--- config.mk ---
export PLATFORM = sky130hd
export DESIGN_NAME = emss_ctrl
export DESIGN_NICKNAME = d
export VERILOG_FILES = /design/src/emss_pkg.sv /design/src/emss_ctrl.sv
export SDC_FILE = /design/constraint.sdc
export NUM_CORES = 1
export LEC_CHECK = 0
export BUFFER_PORTS_ARGS = -buffer_cell sky130_fd_sc_hd__buf_2
export CAP_MARGIN = 20
export CORE_MARGIN = 2
export CORE_UTILIZATION = 28
export CTS_CLUSTER_SIZE = 10
export DETAILED_ROUTE_END_ITERATION = 8
export HOLD_SLACK_MARGIN = 0.15
export PLACE_DENSITY_LB_ADDON = 0.25
export SLEW_MARGIN = 20
export SYNTH_ARGS = -nofsm -noshare
export SYNTH_HDL_FRONTEND = slang
export SYNTH_SLANG_ARGS = --single-unit
--- constraint.sdc ---
create_clock -name clk -period 2.7 [get_ports clk]
set_input_delay 0.54 -clock clk [delete_from_list [all_inputs] [get_ports clk]]
set_output_delay 0.54 -clock clk [all_outputs]
set_load 0.05 [all_outputs]
--- src/emss_pkg.sv ---
// Package: shared types, constants and command/status structs for the ensemble stats store.
package emss_pkg;

  localparam int ENS_MAX_DEF = 64;
  localparam int OBS_MAX_DEF = 64;
  localparam int CFG_W       = 7;
  localparam int IDX_W       = 6;
  localparam int SAMPLE_W    = 32;
  localparam int STD_W       = 31;

  localparam logic [1:0] OP_WRITE = 2'd0;
  localparam logic [1:0] OP_DEACT = 2'd1;
  localparam logic [1:0] OP_STATS = 2'd2;
  localparam logic [1:0] OP_READ  = 2'd3;

  localparam logic CFG_ENS = 1'b0;
  localparam logic CFG_OBS = 1'b1;

  typedef enum logic [3:0] {
    ST_IDLE,
    ST_READ,
    ST_CLR,
    ST_ACC,
    ST_DRAIN,
    ST_DIV,
    ST_SQ,
    ST_SQRT,
    ST_STORE,
    ST_OUT
  } state_t;

  // Controller to datapath commands
  typedef struct packed {
    logic do_write;
    logic do_deact;
    logic rd_issue;
    logic clr_acc;
    logic acc_issue;
    logic div_start;
    logic sq_load;
    logic sqrt_start;
    logic store_stats;
    logic out_load;
    logic out_err;
    logic out_stats;
  } ctrl_t;

  // Datapath to controller status
  typedef struct packed {
    logic div_done;
    logic sqrt_done;
    logic last_member;
    logic last_obs;
    logic pipe_busy;
  } stat_t;

endpackage

--- src/emss_ctrl.sv ---
// Controller: sequences ops and the stats sweep.
module emss_ctrl (
  input  logic                 clk,
  input  logic                 rst_n,
  input  logic                 in_valid,
  output logic                 in_stall,
  input  logic [1:0]           op,
  input  logic                 idx_err,
  input  logic                 out_busy,
  input  emss_pkg::stat_t      st,
  output emss_pkg::ctrl_t      cmd
);

  emss_pkg::state_t state_r, state_nxt;

  // Hold the state register
  always_ff @(posedge clk) begin
    if (!rst_n) state_r <= emss_pkg::ST_IDLE;
    else        state_r <= state_nxt;
  end

  // Decode next state and commands
  always_comb begin
    state_nxt = state_r;
    cmd       = '0;
    in_stall  = 1'b1;
    case (state_r)
      emss_pkg::ST_IDLE: begin
        in_stall = out_busy;
        if (in_valid && !out_busy) begin
          if (op == emss_pkg::OP_STATS) begin
            state_nxt = emss_pkg::ST_CLR;
          end else if (idx_err) begin
            cmd.out_load = 1'b1;
            cmd.out_err  = 1'b1;
          end else if (op == emss_pkg::OP_READ) begin
            cmd.rd_issue = 1'b1;
            state_nxt    = emss_pkg::ST_READ;
          end else begin
            cmd.do_write = (op == emss_pkg::OP_WRITE);
            cmd.do_deact = (op == emss_pkg::OP_DEACT);
            cmd.out_load = 1'b1;
          end
        end
      end
      emss_pkg::ST_READ: begin
        cmd.out_load = 1'b1;
        state_nxt    = emss_pkg::ST_IDLE;
      end
      emss_pkg::ST_CLR: begin
        cmd.clr_acc = 1'b1;
        state_nxt   = emss_pkg::ST_ACC;
      end
      emss_pkg::ST_ACC: begin
        cmd.acc_issue = 1'b1;
        if (st.last_member) state_nxt = emss_pkg::ST_DRAIN;
      end
      // Wait until the fetch and square stages have emptied into the sums
      emss_pkg::ST_DRAIN: begin
        if (!st.pipe_busy) begin
          cmd.div_start = 1'b1;
          state_nxt     = emss_pkg::ST_DIV;
        end
      end
      emss_pkg::ST_DIV: begin
        if (st.div_done) state_nxt = emss_pkg::ST_SQ;
      end
      emss_pkg::ST_SQ: begin
        cmd.sq_load = 1'b1;
        state_nxt   = emss_pkg::ST_SQRT;
      end
      emss_pkg::ST_SQRT: begin
        if (st.sqrt_done) state_nxt = emss_pkg::ST_STORE;
        else cmd.sqrt_start = 1'b0;
      end
      emss_pkg::ST_STORE: begin
        cmd.store_stats = 1'b1;
        state_nxt = st.last_obs ? emss_pkg::ST_OUT : emss_pkg::ST_CLR;
      end
      emss_pkg::ST_OUT: begin
        if (!out_busy) begin
          cmd.out_load  = 1'b1;
          cmd.out_stats = 1'b1;
          state_nxt     = emss_pkg::ST_IDLE;
        end
      end
      default: state_nxt = emss_pkg::ST_IDLE;
    endcase
    if (state_r == emss_pkg::ST_SQ) cmd.sqrt_start = 1'b1;
  end

endmodule

Word level (Yosys, flattened, before mapping):

Cells that the tools add are included.

* register bits: 4
* word-level logic and storage cells: 59

* equality and inequality tests: 20
* mux-type cells: 33
* reduce and logical (&&, ||, !) cells: 5

Operator list (number)
* 4-bit two-way mux: 10
* 4-bit one-hot mux with 9 select lines: 1
* 4-bit by 3-bit == test with 1-bit output (second input constant): 4
* 1-bit two-way mux: 14
* 3-bit two-way mux: 4
* 2-bit != test (second input constant): 6
* 4-bit by 2-bit == test with 1-bit output (second input constant): 2
* 4-bit == test (second input constant): 2
* 8-bit AND reduction: 1
* 2-bit two-way mux: 3
* 3-bit != test (second input constant): 2
* 2-bit == test (second input constant): 2
* 4-bit by 1-bit == test with 1-bit output (second input constant): 1
* 4-bit logical NOT: 1
* 1-bit one-hot mux with 3 select lines: 1
* 2-bit by 1-bit == test with 1-bit output (second input constant): 1
* 2-bit logical NOT: 1
* 1-bit logical AND: 1
* 1-bit logical NOT: 1

Depth between registers and ports, before layout:

* word-level depth: 6
* depth in mapped cells: 5
* depth with buffers taken out: 4

Worst setup path after synthesis:

OpenSTA, ideal clock, no wires.

* path type: reg2out
* start point: register state_r[0]
* end point: output cmd[10] in the netlist's numbering
* cell stages (with the launch flop): 4
* path slack: -0.370 ns
* arrival: 2.530 ns
* path through: dfxtp_1 nor4_1 nand2_1 nor4b_1

RTL lines
* start: declaration: line emss_ctrl.sv:14 `emss_pkg::state_t state_r, state_nxt;`
* start signal: assignment: line emss_ctrl.sv:18 `if (!rst_n) state_r <= emss_pkg::ST_IDLE;`
* start signal: assignment: line emss_ctrl.sv:19 `else state_r <= state_nxt;`
* end: declaration: line emss_ctrl.sv:11 `output emss_pkg::ctrl_t cmd`

==> flow_summary_export.csv <==
group,metric,value,unit
status,status,"completed",
place,numPortBuffers,24,
clock_tree,clock_path_buffers,2,
worst_setup_path,cp.required,2160,ps
sta,hold_viol,0,
clock_tree,clk_pin_slew_worst_paths,40,ps
worst_setup_path,crit_path_max_fanout,5,
worst_setup_path,worstReg2RegStart,"state_r[0]",
layout,syn_to_final_growth,39.23,%
global_route,grt_start_max_net_pins,18,
synth,syn_nets,79,
detailed_routing,via_per_inst,5.321,
die,die_x,45.75,um
clock_tree,cts_hold_buf,0,
worst_setup_path,setup.worst_path.start_class,"register",
pwr,combPwrFrac,68.1,%
detailed_routing,wl_per_cell,11.83,um
die,num_io_pins,25,
clock_tree,post_cts_buffers,0,
clock_tree,clk_latency,230,ps
synth,syn_inst,67,
clock_tree,numCtsBuffers,3,
die,rows,15,
global_route,grtUsageTotal,13.00,%
sta,slew_headroom,64.63,%
global_route,antenna_found_initial,0,
layout,mostFrequentLayoutCells,"buf_2 (24), nand2_1 (9)",
layout,layout_commonest_cell,"buf_2",
pwr,leakage,0.2945,nW
worst_setup_path,reg2reg_depth,5,
detailed_routing,dr.pass1.iters,4,
sta,fmax,416.3,MHz
worst_hold_path,min_to,"state_r[3]",
sta,fin_tns_setup,0,ps
worst_hold_path,min_path_cells,3,
layout,antenna_cells,0,
job,drv_cap,0,
sta,clock_skew,2.493,ps
sta,rsz0062_at_grt,"no",
sta,fin_crit,2402,ps
sta,hold_slack,622.0,ps
die,die-area,2093,um^2
pwr,p_per_area,687.1,nW/um^2
sta,worst_pin_slew,525.8,ps
synth,syn_area,488.0,um^2
layout,top_regs,"state_r: 4 flops",
layout,nFillCells,190,
synth,ys_seq_area_share,16.41,%
synth,synthTopCellsByArea,"dfxtp_1 (16%), nor4b_1 (7.2%), nand2_1 (6.9%), mux2i_1 (6.2%), nand2b_1 (5.1%)",
synth,ys_types,29,
pwr,ir_drop,0.2365,mV
die,core,1689,um^2
synth,yosysTopAreaCell,"dfxtp_1",
layout,regMostFlops,"state_r",
detailed_routing,drc_errors,0,
clock_tree,cts_resized,0,
pwr,p_int,0.0002289,W
synth,syn_avg_cell_area,7.283,um^2
place,preCtsSetupSlack,506.0,ps
global_route,grt_pass1_wl,2.097,mm
pwr,clockPowerShare,15.3,%
clock_tree,clkSinkCount,4,
die,start_util,28.89,%
detailed_routing,drt_iter0_drc,9,
pwr,switching_share,50.96,%
place,dp_hpwl,967.5,um
worst_hold_path,min_path_type,"primary input to register",
detailed_routing,dr_total_vias,580,
worst_setup_path,rrSetupSlack,910,ps
worst_setup_path,cp-end-kind,"primary output",
place,placed_area,656.9,um^2
global_route,first_global_vias,513,
sta,fin_ws,297.6,ps
pwr,sequentialPowerShare,16.6,%
layout,stdcell_area,679.4,um^2
sta,setup_viol,0,
place,gp_congestion,0.7290,
layout,final_core_utilization,40.22,%
worst_setup_path,r2r-end,"state_r[1]",
detailed_routing,wl,1.290,mm
synth,synth.top_cell.area_share,16.41,%
sta,finalCritPeriodShare,88.98,%
synth,synth-seq-cells,4,
global_route,grt.overflow.total,0,
clock_tree,h-tree-depth,1,
die,die_y,45.75,um
detailed_routing,ant_nets,0,
worst_setup_path,worstSetupPathType,"register to primary output",
layout,largest_reg_flops,4,
sta,final_max_slew_viol_count,0,
layout,layout-drive-gt1-share,38.04,%
synth,ys.warnings.count,0,
worst_setup_path,crit_arrival,1860,ps
worst_hold_path,holdCritStartpoint,"rst_n",
clock_tree,cts-root-buf,"clkbuf_4",
layout,num-nets-final,106,
pwr,p_sw,0.0002379,W
clock_tree,cts_tree,"done",
-- cells by family (layout without fill, tap and decap cells) --
group           count (synthesis)  after routing  share of synthesized area [%]
flops                           4              4                          16.41
compound gates                 15             15                          21.54
mux                             3              3                          6.154
buf+inv                         7             32                          6.408
xor+xnor                        1              1                          1.795
simple gates                   37             37                          47.69
-- how the worst max path moves through the flow --
| stage | endpoint | from |
|---|---|---|
| 3_5_place_dp | cmd[2] | state_r[0] |
| 5_1_grt | cmd[2] | state_r[0] |
| 3_3_place_gp | cmd[2] | state_r[0] |
| 2_1_floorplan | cmd[2] | state_r[0] |
| 4_1_cts | cmd[2] | state_r[0] |
| 6_report | cmd[2] | state_r[0] |
-- critical path, stage by stage, from the launching register on --
cell     delay (ps)
dfxtp_1         300
nor4_1          500
nand2_1         250
o31ai_1         280
buf_2           300
-- area by class of cell --
type	instances	area [um^2]	area share (%)
multi-input combinational	56	401.6	59.12
timing repair buffer	28	150.1	22.10
sequential	4	80.08	11.79
clock buffer	3	22.52	3.315
tap	17	21.27	3.131
inverter	1	3.754	0.5525
-- through the flow --
step	total power (W)	std cells
2_1_floorplan	0.0003258	67
3_5_place_dp	0.0003974	106
3_3_place_gp	0.0003951	106
4_1_cts	0.0004694	109
6_report	0.0004668	109
5_1_grt	0.0005020	109
-- power groups by stage --
stage / Clock, W / Combinational [W] / Sequential (W)
floorplan: 0 / 0.000240 / 0.0000857
global placement: 0 / 0.000317 / 0.0000781
detailed placement: 0 / 0.000319 / 0.0000785
CTS: 0.0000731 / 0.000319 / 0.0000778
global route: 0.0000820 / 0.000341 / 0.0000793
finish: 0.0000714 / 0.000318 / 0.0000777
-- Yosys cell counts --
cell and count:
xor2_1 1, mux2i_1 3, a21boi_0 2, nand2b_1 4
nor2b_1 1, o31ai_1 2, inv_1 1, nor3b_1 1
dfxtp_1 4, or4_1 1, clkbuf_1 4, buf_4 1
buf_2 1, a21oi_1 3, o21ai_0 2, nor4bb_1 2
nor4b_1 4, o21a_1 2, o32ai_1 1, o311ai_0 1
nand2_1 9, nand3b_1 2, nor4_1 3, or4bb_1 2
nor3_1 4, a211o_1 1, or4b_1 1, nor2_1 3
o2bb2ai_1 1
-- routing by layer --
layer	global-route usage, %	routed length [um]
met5	0	0
met1	17.81	643
met3	2.381	81
met2	21.69	565
met4	1.714	0
Power figures use the tool's default switching activity.
